## src/sv/dss_pkg.sv

```systemverilog
`timescale 1ns / 1ps

package dss_pkg;

   localparam int SAMPLE_W = 16;
   localparam int TWICE_W  = 17;
   localparam int KEY_W    = 22;
   localparam int EC_W     = 7;
   localparam int EC_MAX   = 127;

   // Tie-break key of a below-all stump, past every midpoint key
   localparam logic signed [KEY_W-1:0] BELOW_KEY = KEY_W'(1048576);

   // Data that shifts along the row of cells
   typedef struct packed {
      logic signed [SAMPLE_W-1:0] sample;
      logic                       label;
      logic signed [TWICE_W-1:0]  pair;
   } cell_data_type;

   // Shift enables for the two chains of stored words
   typedef struct packed {
      logic samp_shift;
      logic pair_shift;
   } shift_ctrl_type;

   // Candidate stump travelling through the cells
   typedef struct packed {
      logic                      valid;
      logic                      fin;
      logic                      below;
      logic                      dir;
      logic signed [TWICE_W-1:0] twice;
   } cand_type;

   // Stored best stump
   typedef struct packed {
      logic                      below;
      logic                      dir;
      logic signed [TWICE_W-1:0] twice;
   } best_type;

   // s * threshold, in units of 2^-17 for midpoints
   function automatic logic signed [KEY_W-1:0] tie_key(
      input logic below, input logic dir, input logic signed [TWICE_W-1:0] twice);
      logic signed [KEY_W-1:0] ext;
      ext = KEY_W'(twice);
      if (below) begin
         tie_key = dir ? -BELOW_KEY : BELOW_KEY;
      end else begin
         tie_key = dir ? ext : -ext;
      end
   endfunction

endpackage

```

## src/sv/dss_cell.sv

```systemverilog
`timescale 1ns / 1ps

module dss_cell import dss_pkg::*; #(
   parameter int CW  = 7,
   parameter int IDX = 0
) (
   input  logic           clock,
   input  logic           reset,
   input  shift_ctrl_type ctrl,
   input  logic [CW-1:0]  base,
   input  cell_data_type  data_i,
   output cell_data_type  data_o,
   input  cand_type       cand_i,
   input  logic [CW-1:0]  errs_i,
   output cand_type       cand_o,
   output logic [CW-1:0]  errs_o
);

   cell_data_type data_ff, data_in;
   cand_type      cand_ff;
   logic [CW-1:0] errs_ff;

   logic signed [TWICE_W:0] diff;
   logic                    occupied;
   logic                    pos;
   logic                    miss;

   always_comb begin
      data_in = data_ff;
      if (ctrl.samp_shift) begin
         data_in.sample = data_i.sample;
         data_in.label  = data_i.label;
      end
      if (ctrl.pair_shift) begin
         data_in.pair = data_i.pair;
      end
   end

   // Prediction of the passing stump on the stored sample
   assign diff = {data_ff.sample[SAMPLE_W-1], data_ff.sample, 1'b0}
               - {cand_i.twice[TWICE_W-1], cand_i.twice};
   assign occupied = (base <= CW'(IDX));

   always_comb begin
      if (cand_i.below) begin
         pos = cand_i.dir;
      end else if (cand_i.dir) begin
         pos = !diff[TWICE_W] && (diff != '0);
      end else begin
         pos = diff[TWICE_W];
      end
   end

   assign miss = occupied && cand_i.valid && (pos != data_ff.label);

   always_ff @(posedge clock) begin
      data_ff <= data_in;
      errs_ff <= errs_i + CW'(miss);
      if (reset) begin
         cand_ff <= '0;
      end else begin
         cand_ff <= cand_i;
      end
   end

   assign data_o = data_ff;
   assign cand_o = cand_ff;
   assign errs_o = errs_ff;

endmodule

```

## config.mk

```make
export PLATFORM = sky130hd
export DESIGN_NAME = dss_cell
export DESIGN_NICKNAME = d
export VERILOG_FILES = /design/src/sv/dss_pkg.sv /design/src/sv/dss_cell.sv
export SDC_FILE = /design/constraint.sdc
export NUM_CORES = 1
export LEC_CHECK = 0
export BUFFER_PORTS_ARGS = -buffer_cell sky130_fd_sc_hd__buf_2
export CAP_MARGIN = 20
export CORE_UTILIZATION = 30
export CTS_BUF_LIST = sky130_fd_sc_hd__clkbuf_2 sky130_fd_sc_hd__clkbuf_4 sky130_fd_sc_hd__clkbuf_8
export CTS_CLUSTER_SIZE = 30
export DETAILED_ROUTE_END_ITERATION = 10
export PLACE_DENSITY = 0.63
export SETUP_SLACK_MARGIN = 0.2
export SYNTH_ARGS = -nofsm -noshare
export SYNTH_HDL_FRONTEND = slang
export SYNTH_SLANG_ARGS = --single-unit
export TNS_END_PERCENT = 20
```

## constraint.sdc

```tcl
create_clock -name clock -period 6 [get_ports clock]
set_clock_uncertainty 0.1 [all_clocks]
set_input_delay 0.9 -clock clock [delete_from_list [all_inputs] [get_ports clock]]
set_output_delay 0.9 -clock clock [all_outputs]
set_load 0.05 [all_outputs]
```

==> impl_results.md <==
* CP startpoint: cand_i[4]
* IO Port Bufs at 134
* Antenna violations before repair at 0
* Worst path slowest cell: or4_4
* Post-cts resize count at 0
* Worst-path clk slew at 0.08 ns
* DP HPWL at 5000 um
* Leak at 1.73 nW
* Endpoints failing setup at 0
* Horiz. Die Dim at 96.9 um
* Ports at 135
* Total grt overflow at 0
* Setup crit start kind: input port
* Met3 GRT Util at 4.77%
* Max incr delay on CP at 0.49 ns
* CTS tree: yes
* Count leader, synth: edfxtp_1
* Power Density at 306 nW/um^2
* Worst Tran Pin Value at 0.454 ns
* Worst Path Required at 6.13 ns
* Crit. End Element: flip-flop
* Wirelength per Cell at 13.5 um
* GR peak layer: met2
* Deepest level of the CTS H-tree at 3
* Die span in y at 96.9 um
* Final Max Slew Viols at 0
* Seq/Total Area, Yosys at 58.6%
* Antenna diodes at 0
* Root Driver: clkbuf_8
* Clock insertion delay at the later pin of the skew report at 0.34 ns
* Post-synth EDFFs at 34
* Tot GR Track Use at 14.2%
* Maximum clock path buffer count at 2
* Initial Utilization at 31.0%
* Total setup buffers inserted after CTS at 0
* Reg2reg start: data_o[21]
* Crit-path max FO at 4
* Share of flip-flops with an asynchronous set or reset at 0%
* Pre-CTS setup slack at 1.67 ns
* Vias at 2229
* Site Rows at 34
* Syn_area_per_cell at 11.7 um^2
* Mapped cell area at 2700 um^2
* Netlist cell types at 44
* CORE AREA at 8720 um^2
* Slew HR at 69.3%
* Non-Filler Instances at 485
* Maximum vdd drop at 162 uV
* Status: complete, no violations
* Final worst-path setup slack at 2.06 ns
* Met1 Resource Use GR at 18.0%
* Post-route setup TNS at 0 ns
* Cts bufs inserted at 9
* Hold path start: data_i[25]
* Yosys reg bits at 62
* CP Class: in -> reg
* RSZ-0062 raised after global routing: false
* Area delta synth->final at 36.5%
* Final Wtd Congestion at 0.807
* Final worst-path cycle share at 65.7%
* Drt drc at 0
* Placed insts at 469
* Max-cap violations at 0
* Worst path cell trace: buf_2, inv_1, ha_1, a21oi_2, a21boi_1, o31a_1, or4_4, a2111oi_4, o211ai_1, o41ai_2, xnor2_1, and3_1, ha_1, ha_1, nand3_1, xnor2_1
* Remaining antenna violation count at 0
* HP Class: in -> reg
* DRT iter0 DRCs at 60
* CP top delay family: compound AO/OA/AOI/OAI gates
* Post-synth net total at 322
* Num Clock Sinks at 62
* Total die area at 9380 um^2
* Cell mode on critical path: ha_1
* Nets at 463
* Min Tclk post-route at 3.94 ns
* Post-synth top cells: 34 x edfxtp_1, 28 x dfxtp_1, 22 x nor2_1
* Area leader, netlist: edfxtp_1
* Fillers at 831
* Area contributors post-synth: edfxtp_1 38%, dfxtp_1 21%, ha_1 8.3%
* First-pass GRT wire length at 10200 um
* Vias per inst at 4.60
* F_max at 254 MHz
* Cells after Synth at 231
* Met2 Use GR at 21.3%
* Yosys warnings at 0
* Drt total wl at 6520 um
* CP bufs+invs at 2
* Top cell type's share of synthesized area at 37.8%
* # hold bufs at CTS at 0
* Worst Path Arrival at 4.07 ns
* Ys flop type: edfxtp_1
* Share of cells above drive strength 1 at 42.4%
* DRT Pass-1 Iters at 4
* Largest net degree at the start of global routing at 22
* Hold Fails Final Rpt at 0
* Vias in the first global route at 2119
per-layer routing:
| layer | share of wire (%) | up-vias | wire, um |
|---|---|---|---|
| li1 | - | 1116 | - |
| met1 | 47 | 1006 | 3070 |
| met2 | 44 | 97 | 2890 |
| met3 | 6.5 | 10 | 426 |
| met4 | 2.0 | 0 | 133 |
| met5 | 0 | - | 0 |
state kept, by name, indices dropped and copies added (netlist names):
| register | flops |
|---|---|
| data_o | 34 |
| cand_o | 21 |
| errs_o | 7 |
area by class of cell:
cell class	instances	area (um^2)	area share, %
Multi-Input combinational cell	144	1020	27.7
Clock inverter	7	73.8	2.00
Inverter	21	78.8	2.14
Clock buffer	9	124	3.36
Tap cell	108	135	3.67
Sequential cell	62	1580	42.9
Timing Repair Buffer	134	671	18.2
through the flow:
stage	power (W)	hold slack, ns	instance area (um^2)	util, %
after floorplan	0.000691	0.872	2700	-
after global placement	0.000765	0.689	3490	40.0
after detailed placement	0.000767	0.676	3490	40.0
after CTS	0.00115	0.600	3680	42.3
after global routing	0.00118	0.599	3680	42.3
final	0.00113	0.630	3680	42.3
worst reg2reg max path, stage by stage (launching register included):
cell and delay, ns:
edfxtp_1 0.41, ha_1 0.37, a21oi_2 0.17, a21boi_1 0.10, o31a_1 0.29, or4_4 0.49
a2111oi_4 0.28, o211ai_1 0.15, o41ai_2 0.28, xnor2_1 0.15, and3_1 0.17, ha_1 0.18
ha_1 0.21, nand3_1 0.11, xnor2_1 0.13
layout by cell type, fill, tap and decap left out, drive strengths merged, types with 2 or more instances in the layout:
cell type | Yosys | routed
nand2b | 3 | 3
nand3b | 4 | 4
a31oi | 3 | 3
clkinv | 0 | 4
nor2b | 7 | 7
or3 | 3 | 3
dfxtp | 28 | 28
nand4 | 2 | 2
xor2 | 3 | 3
nor4 | 4 | 4
nor3 | 2 | 2
clkbuf | 3 | 9
nand3 | 8 | 8
inv | 21 | 22
or2b | 2 | 2
edfxtp | 34 | 34
o21ai | 6 | 6
and3 | 4 | 4
mux2i | 3 | 3
xnor2 | 7 | 7
o311ai | 2 | 2
nand2 | 11 | 11
a2111oi | 2 | 2
o211ai | 2 | 2
nor2 | 22 | 22
a21oi | 12 | 12
ha | 18 | 18
buf | 1 | 134
a21o | 2 | 2
where the power goes:
group	switching (W)	internal, W
registers	0.00000971	0.000478
clock network	0.000177	0.000193
logic	0.000187	0.0000819
total	0.000374	0.000753
kinds of logic (layout without fill, tap and decap cells):
| group | after synthesis | in the layout | share of synthesized area (%) |
|---|---|---|---|
| mux | 3 | 3 | 1.11 |
| buf+inv | 25 | 171 | 3.61 |
| simple gates | 74 | 74 | 14.4 |
| fa+ha+maj | 18 | 18 | 8.34 |
| xor+xnor | 10 | 10 | 3.24 |
| flops | 62 | 62 | 58.6 |
| compound gates | 39 | 39 | 10.8 |
worst paths after layout:
check / cells past startpoint / slack [ns] / endpoint
worst min register to register: 3 / 0.69 / errs_o[0]
worst min-delay path: 1 / 0.63 / data_o[25]
worst max-delay path: 16 / 2.06 / errs_o[6]
worst max register to register: 14 / 2.29 / errs_o[6]
Power figures use the tool's default switching activity.
