==> src/sv/dss_pkg.sv <==
`timescale 1ns / 1ps

package dss_pkg;

   localparam int SAMPLE_W = 16;
   localparam int TWICE_W  = 17;
   localparam int KEY_W    = 22;
   localparam int EC_W     = 7;
   localparam int EC_MAX   = 127;

   // Tie-break key of a below-all stump, past every midpoint key
   localparam logic signed [KEY_W-1:0] BELOW_KEY = KEY_W'(1048576);

   // Data that shifts along the row of cells
   typedef struct packed {
      logic signed [SAMPLE_W-1:0] sample;
      logic                       label;
      logic signed [TWICE_W-1:0]  pair;
   } cell_data_type;

   // Shift enables for the two chains of stored words
   typedef struct packed {
      logic samp_shift;
      logic pair_shift;
   } shift_ctrl_type;

   // Candidate stump travelling through the cells
   typedef struct packed {
      logic                      valid;
      logic                      fin;
      logic                      below;
      logic                      dir;
      logic signed [TWICE_W-1:0] twice;
   } cand_type;

   // Stored best stump
   typedef struct packed {
      logic                      below;
      logic                      dir;
      logic signed [TWICE_W-1:0] twice;
   } best_type;

   // s * threshold, in units of 2^-17 for midpoints
   function automatic logic signed [KEY_W-1:0] tie_key(
      input logic below, input logic dir, input logic signed [TWICE_W-1:0] twice);
      logic signed [KEY_W-1:0] ext;
      ext = KEY_W'(twice);
      if (below) begin
         tie_key = dir ? -BELOW_KEY : BELOW_KEY;
      end else begin
         tie_key = dir ? ext : -ext;
      end
   endfunction

endpackage

==> src/sv/dss_best.sv <==
`timescale 1ns / 1ps

module dss_best import dss_pkg::*; #(
   parameter int CW = 7
) (
   input  logic          clock,
   input  logic          reset,
   input  logic          clear,
   input  cand_type      cand,
   input  logic [CW-1:0] errs,
   output best_type      best,
   output logic [CW-1:0] best_errs,
   output logic          done
);

   best_type      best_ff, best_in;
   logic [CW-1:0] errs_ff, errs_in;
   logic          have_ff, have_in;
   logic          done_ff;
   logic          take;

   assign take = cand.valid &&
                 (!have_ff || (errs < errs_ff) ||
                  ((errs == errs_ff) &&
                   (tie_key(cand.below, cand.dir, cand.twice) <
                    tie_key(best_ff.below, best_ff.dir, best_ff.twice))));

   always_comb begin
      best_in = best_ff;
      errs_in = errs_ff;
      have_in = have_ff;
      if (take) begin
         best_in.below = cand.below;
         best_in.dir   = cand.dir;
         best_in.twice = cand.below ? '0 : cand.twice;
         errs_in       = errs;
         have_in       = 1'b1;
      end
      if (clear) begin
         have_in = 1'b0;
      end
   end

   always_ff @(posedge clock) begin
      best_ff <= best_in;
      errs_ff <= errs_in;
      if (reset) begin
         have_ff <= 1'b0;
         done_ff <= 1'b0;
      end else begin
         have_ff <= have_in;
         done_ff <= cand.valid && cand.fin;
      end
   end

   assign best      = best_ff;
   assign best_errs = errs_ff;
   assign done      = done_ff;

endmodule

==> config.mk <==
export PLATFORM = sky130hd
export DESIGN_NAME = dss_best
export DESIGN_NICKNAME = d
export VERILOG_FILES = /design/src/sv/dss_pkg.sv /design/src/sv/dss_best.sv
export SDC_FILE = /design/constraint.sdc
export NUM_CORES = 1
export LEC_CHECK = 0
export BUFFER_PORTS_ARGS = -buffer_cell sky130_fd_sc_hd__buf_4
export CORE_MARGIN = 3
export CORE_UTILIZATION = 50
export CTS_CLUSTER_DIAMETER = 150
export DETAILED_ROUTE_END_ITERATION = 12
export PLACE_DENSITY = 0.77
export SETUP_SLACK_MARGIN = 0.15
export SLEW_MARGIN = 20
export SYNTH_ARGS = -nofsm -noshare
export SYNTH_HDL_FRONTEND = slang
export SYNTH_SLANG_ARGS = --single-unit
==> constraint.sdc <==
create_clock -name clock -period 4 [get_ports clock]
set_input_delay 0.8 -clock clock [delete_from_list [all_inputs] [get_ports clock]]
set_output_delay 0.8 -clock clock [all_outputs]
set_load 0.02 [all_outputs]
==> out/qor.csv, run 1 <==
metric,value,unit
outcome,finished clean,
Slew headroom,0.676,
f_max,0.263,GHz
number of global-route vias before repair,2362,
DIE HEIGHT,78.1,um
Critical Path End Type,flip-flop,
R2R Path Start,best[3],
Layout Skew,0.00823,ns
Avg WL per Cell,15.4,um
grt met3 use,0.0321,
worst min path class,reg2reg,
top_reg_cell synth,edfxtp_1,
cts hold-fix bufs,0,
cts bufs inserted,3,
Hold EP,have_ff,
syn nets,365,
reg2reg setup slack,0.20,ns
"top cells by area, synth","edfxtp_1 (30%), ha_1 (14%), a21oi_1 (6.2%), nor2_1 (5.2%), nor2b_1 (4.1%)",
Detail Route Antenna Nets,0,
worst hold path startpoint,have_ff,
Placement Setup Slack,-0.172,ns
placed cells,438,
Final Hold Fails,0,
core area,4880,um^2
routed wire length,6.97,mm
Clock Sinks,28,
Worst Setup Start Kind,input port,
CTS H-tree depth,1,
synth warn,0,
Die ar.,6100,um^2
crit path cell chain,buf_4 -> inv_2 -> ha_4 -> nand2b_4 -> or3b_4 -> nor2_4 -> nor3_2 -> a21oi_2 -> buf_4 -> nor2_1 -> ha_1 -> nand4_1 -> nor2_1 -> a221o_1 -> a211o_1 -> nand4b_1 -> nand2_4 -> buf_12,
DP HPWL,5.06,mm
Async SR Flop Fraction,0,
Post-route DRC,0,
Worst Hold Slack,0.530,ns
number of synthesized flops with an enable pin,26,
share of cells above drive strength 1,0.339,
number of slew-limit violations in the final report,0,
worst path bufs/invs,4,
MaxCap Viol Count,0,
Syn Area/Cell,8.56,um^2
Crit path max-delay family,simple AND/OR/NAND/NOR gates,
leakage power,1.55,nW
Critical Path Fanout Max,13,
Worst R2R End,best[17],
WS Path Type,in2reg,
Post-Syn Instances,304,
CTS root buf,clkbuf_8,
peak supply drop,0.148,mV
die width,78.1,um
GRT overflow,0,
clk_lat worst skew,0.28,ns
TritonCTS clock tree,built,
max incr delay on CP,0.42,ns
Pwr Density,258,nW/um^2
Synth top area share,0.300,
num rows,25,
Initial Util,0.533,
leading area contributor after synthesis,edfxtp_1,
post-synthesis sequential area ratio,0.316,
pin slew with the least headroom to its limit,0.481,ns
clk slew on worst S/H paths,0.10,ns
Synth Register Bits,28,
Boundary Pins,58,
Port Buffers,57,
fin cells,453,
final worst slack,0.192,ns
mapped cell area,2600,um^2
initial DRC count,143,
fin util,0.739,
FF-to-FF path depth,16,
first-pass GRT wire length,10.8,mm
slowest cell on the critical path,or3b_4,
Setup TNS Final,0,ns
GRT Total Usage,0.215,
DR vias/cell,5.69,
final setup vio count,0,
M2 GR Usage,0.378,
initial antenna violation count,0,
diode count,0,
DR pass1 iterations,4,
via count,2579,
Worst Path Required,4.00,ns
worst hold stages,2,
met1 GRT Util,0.272,
synth unique cells,40,
Syn-to-layout area delta,38.6,%
RSZ-0062 raised after global routing,true,
final RePlAce weighted congestion,0.830,
CTS max path bufs,2,
Synth top cells by count,"nor2_1 (36), a21oi_1 (32), ha_1 (30)",
CP arrival,3.80,ns
GR peak layer,met2,
pin count of the biggest net entering global routing,40,
Nets,448,
Final min period,3.81,ns
most instantiated library cell after synthesis,nor2_1,
final worst-path cycle share,0.952,
[how the worst max path moves through the flow]
stage	from	to	cells after the start
6_report	cand[0]	best[17]	18
4_1_cts	cand[1]	best[3]	17
5_1_grt	best[3]	best_errs[5]	16
3_3_place_gp	cand[1]	best[11]	17
3_5_place_dp	cand[1]	best[6]	17
2_1_floorplan	cand[5]	best[0]	13
[routing by layer]
layer | part of all wire | up-vias
li1 | - | 1267
met1 | 0.41 | 1217
met2 | 0.52 | 83
met3 | 0.051 | 12
met4 | 0.014 | 0
met5 | 0 | -
[cell families after synthesis]
group | synth area share
xor gates and xnor gates | 0.0572
and+or+nand+nor | 0.267
DFF | 0.316
adders and majority gates | 0.144
muxes | 0.0197
AOI/OAI and AO/OA | 0.152
buffers and inverters | 0.0433
[timing repair]
action / CTS / global route
endpoints found under the setup margin: 26 / 26
gates cloned: 0 / 1
resized for setup: 5 / 32
pin swaps: 0 / 10
buffers inserted: 1 / 9
[flip-flops by register name, indices dropped and copies added (netlist names)]
name       flops
best          19
have_ff        1
best_errs      7
done           1
[report_power, final]
| part | switching (mW) | total [mW] | leakage [nW] | internal [mW] |
|---|---|---|---|---|
| registers | 0.0226 | 0.365 | 0.278 | 0.342 |
| logic | 0.177 | 0.340 | 1.24 | 0.164 |
| clock network | 0.0905 | 0.224 | 0.0357 | 0.134 |
| total | 0.290 | 0.929 | 1.55 | 0.640 |
[area by class of cell]
cell class	instances	area, um^2
multi-input cells	246	1830
clock buffers	3	41.3
clock inverters	1	30.0
repair buffers	91	741
inverters	17	63.8
well taps	67	83.8
flip-flops and latches	28	821
fillers	384	1270
[placed cells by master, fill, tap and decap left out, types with 2 or more instances in the layout]
cell type and instances:
nand3b_1 2, a21oi_2 7, buf_6 2, edfxtp_1 26
nor3_2 4, or3_1 14, nor2_2 2, xnor2_1 9
inv_2 2, nor3_1 9, ha_1 28, or2_2 4
o21ai_0 14, clkbuf_8 3, buf_12 2, nand2b_1 10
nand2_1 5, nor2_1 33, a21oi_1 25, dfxtp_1 2
nand3_1 5, inv_1 15, nand4_1 5, a31oi_1 2
buf_4 85, mux2i_1 3, nor2b_1 16, xor2_1 8
a21o_1 8, ha_4 2, nor4_1 5, nor4_4 3
[per-stage QoR]
step                total power [mW]  area, um^2
floorplan                      0.551        2610
global placement               0.663        3270
detailed placement             0.672        3270
CTS                            0.899        3380
global route                   0.980        3610
finish                         0.929        3610
[worst reg2reg max path, stage by stage, from the launching register on]
cell      delay (ns)
edfxtp_1        0.47
nor3_2          0.24
nand3b_1        0.20
buf_4           0.21
nor4_4          0.22
buf_4           0.17
a211oi_1        0.06
a21oi_1         0.18
or2_2           0.14
ha_1            0.25
nand4_1         0.15
nor2_1          0.07
a221o_1         0.29
a211o_1         0.29
nand4b_1        0.24
nand2_4         0.18
buf_12          0.16
Power figures use the tool's default switching activity.
==> inputs of run 2 (changes only) <==
BUFFER_PORTS_ARGS = -buffer_cell sky130_fd_sc_hd__buf_2   (was -buffer_cell sky130_fd_sc_hd__buf_4)
CORE_ASPECT_RATIO = 1.5   (was default)
==> run 2 against run 1 <==
Utilization decreased by 4.3 points. Cell area shrank 4.9%. Sequential share of layout area is 1.2 points higher. Setup slack worse by 0.12 ns. Clock power fell by 19%. Via count is 3.0% higher. Global-route usage increased by 1.9 points. Clock-buffer cell count up 1. Wire length increased by 4.1%. Sequential power up 1%. Flip-flop and latch count did not move. Non-clock buffer count unchanged. Critical endpoint is now best[7]. Highest routed layer unchanged.
==> out/qor.csv, run 2 (synthesized netlist as in run 1, its figures left out) <==
metric,value,unit,change
P_int,575,uW,-10%
first-pass GRT wire length,11.2,mm,+4.0%
Initial Util,0.528,,-0.00501
Net Sw Power,298,uW,+2.9%
cts hold-fix bufs,0,,unchanged
initial antenna violation count,0,,unchanged
share of cells above drive strength 1,0.314,,-0.0249
CTS root buf,clkbuf_8,,
Layout Skew,0.00519,ns,-0.00304 ns
routed wire length,7.26,mm,+4.1%
DP HPWL,5.15,mm,+1.8%
initial DRC count,113,,-21%
Die ar.,6120,um^2,+0.29%
Gate power share,0.370,,+0.004
peak supply drop,0.202,mV,+37%
Hold EP,have_ff,,
Setup TNS Final,0,ns,unchanged
FF-to-FF path depth,14,,-2
CTS max path bufs,2,,unchanged
Syn-to-layout area delta,31.8,%,
diode count,0,,unchanged
final worst-path cycle share,0.982,,+0.0303
WS Path Type,in2reg,,
cts bufs inserted,3,,unchanged
Slew headroom,0.442,,-0.234
R2R Path Start,best[5],,
DIE HEIGHT,94.3,um,+21%
clk_lat worst skew,0.28,ns,about the same
DR vias/cell,5.85,,+2.8%
CP arrival,3.92,ns,+0.12 ns
CTS H-tree depth,1,,unchanged
DR pass1 iterations,4,,unchanged
clk slew on worst S/H paths,0.09,ns,about the same
pin count of the biggest net entering global routing,30,,-25%
Final min period,3.93,ns,+0.121 ns
TritonCTS clock tree,built,,
Largest register FFs,19,,unchanged
"commonest non-fill, non-tap cell in the layout",buf_2,,
Final Hold Fails,0,,unchanged
Worst R2R End,best[7],,
Filler cells,415,,+8.1%
number of slew-limit violations in the final report,0,,unchanged
pin slew with the least headroom to its limit,0.837,ns,+0.355 ns
Avg WL per Cell,16.0,um,+3.9%
GRT overflow,0,,unchanged
Critical Path Fanout Max,13,,unchanged
final setup vio count,0,,unchanged
Pwr Density,255,nW/um^2,-1.2%
Nets,450,,+0.45%
leakage power,1.49,nW,-3.6%
outcome,finished clean,,
Boundary Pins,58,,unchanged
Clock Sinks,28,,unchanged
switching portion of total power,0.341,,+0.0299
Flop pwr share,0.423,,+0.030
Post-route DRC,0,,unchanged
via count,2657,,+3.0%
final RePlAce weighted congestion,0.824,,-0.71%
clock power share,0.207,,-0.034
reg2reg setup slack,0.18,ns,-0.02 ns
fin util,0.696,,-0.0428
die width,64.9,um,-17%
Worst Setup Start Kind,input port,,
Detail Route Antenna Nets,0,,unchanged
Port Buffers,57,,unchanged
core area,4930,um^2,+0.95%
worst hold path startpoint,have_ff,,
RSZ-0062 raised after global routing,true,,
GRT Total Usage,0.234,,+0.0186
number of global-route vias before repair,2502,,+5.9%
MaxCap Viol Count,0,,unchanged
num rows,31,,+24%
"commonest cells after routing, fill and taps aside","buf_2 (55), nor2_1 (35), buf_4 (32)",,
f_max,0.255,GHz,-3.1%
worst hold stages,2,,unchanged
worst min path class,reg2reg,,
Worst Path Required,3.99,ns,about the same
Critical Path End Type,flip-flop,,
run 2: changes by cell type in the layout (fill, tap and decap cells not counted), moves of 2 or more:
| cell | before | now |
|---|---|---|
| buf_2 | 0 | 55 |
| buf_4 | 85 | 32 |
| a21oi_1 | 25 | 30 |
| a21oi_2 | 7 | 2 |
| nor3_2 | 4 | 1 |
| nand2_8 | 0 | 2 |
| nor2_1 | 33 | 35 |
| nor2_2 | 2 | 0 |
| nor3_1 | 9 | 11 |
| o21ai_0 | 14 | 16 |
run 2: stage by stage:
step / area, um^2 / setup slack [ns] / power [mW] / std cells / hold WS, ns
3_3_place_gp: 3130 / -0.293 / 0.647 / 441 / 0.517
4_1_cts: 3280 / 0.152 / 0.847 / 448 / 0.530
5_1_grt: 3430 / -0.122 / 0.924 / 454 / 0.622
3_5_place_dp: 3130 / -0.359 / 0.657 / 441 / 0.512
2_1_floorplan: 2610 / 0.150 / 0.551 / 304 / 0.488
6_report: 3430 / 0.0713 / 0.873 / 454 / 0.529
run 2: repair_timing:
action,4_1_cts,5_1_grt
endpoints found under the setup margin,26,26
hold endpoints to repair,0,0
buffers inserted,1,6
resized for setup,11,19
pin swaps,4,6
gates cloned,2,0
run 2: how the worst max path moves through the flow:
| stage | startpoint | end | slack, ns | cells after the start |
|---|---|---|---|---|
| 2_1_floorplan | cand[5] | best[0] | 0.15 | 13 |
| 3_3_place_gp | cand[5] | best[5] | -0.29 | 14 |
| 3_5_place_dp | cand[5] | best[5] | -0.36 | 14 |
| 4_1_cts | cand[5] | best[8] | 0.15 | 14 |
| 5_1_grt | cand[4] | best[3] | -0.12 | 15 |
| 6_report | cand[4] | best[7] | 0.07 | 15 |
run 2: worst max-delay path, cell delays in order:
cell      delay (ns)
buf_8           0.10
nor4_4          0.31
or3b_4          0.46
nor3_4          0.19
a21oi_2         0.10
xnor2_1         0.22
nor2_1          0.07
ha_1            0.29
nand4_1         0.17
nor2_1          0.07
a221o_1         0.30
a211o_1         0.31
nand4b_1        0.20
buf_6           0.20
nand2_8         0.12
run 2: power groups by stage:
stage               registers, mW  logic (mW)  clock network [mW]
floorplan                   0.385       0.166                   0
global placement            0.373       0.274                   0
global route                0.373       0.357               0.194
finish                      0.370       0.323               0.181
detailed placement          0.374       0.284                   0
CTS                         0.367       0.298               0.182
run 2: final cells by class:
type                            count  area (um^2)  share of cell area
Multi-Input combinational cell    248         1830               0.535
Sequential cell                    28          821               0.239
Timing Repair Buffer               91          573               0.167
Tap cell                           66         82.6              0.0241
Inverter                           17         63.8              0.0186
Clock buffer                        4         55.1              0.0161
run 2: metal layers:
metal,vias to the layer above,track usage,routed length [um]
li1,1275,-,-
met1,1254,0.259,2730
met2,102,0.441,3900
met3,26,0.0214,364
met4,0,0.106,268
met5,-,0,0
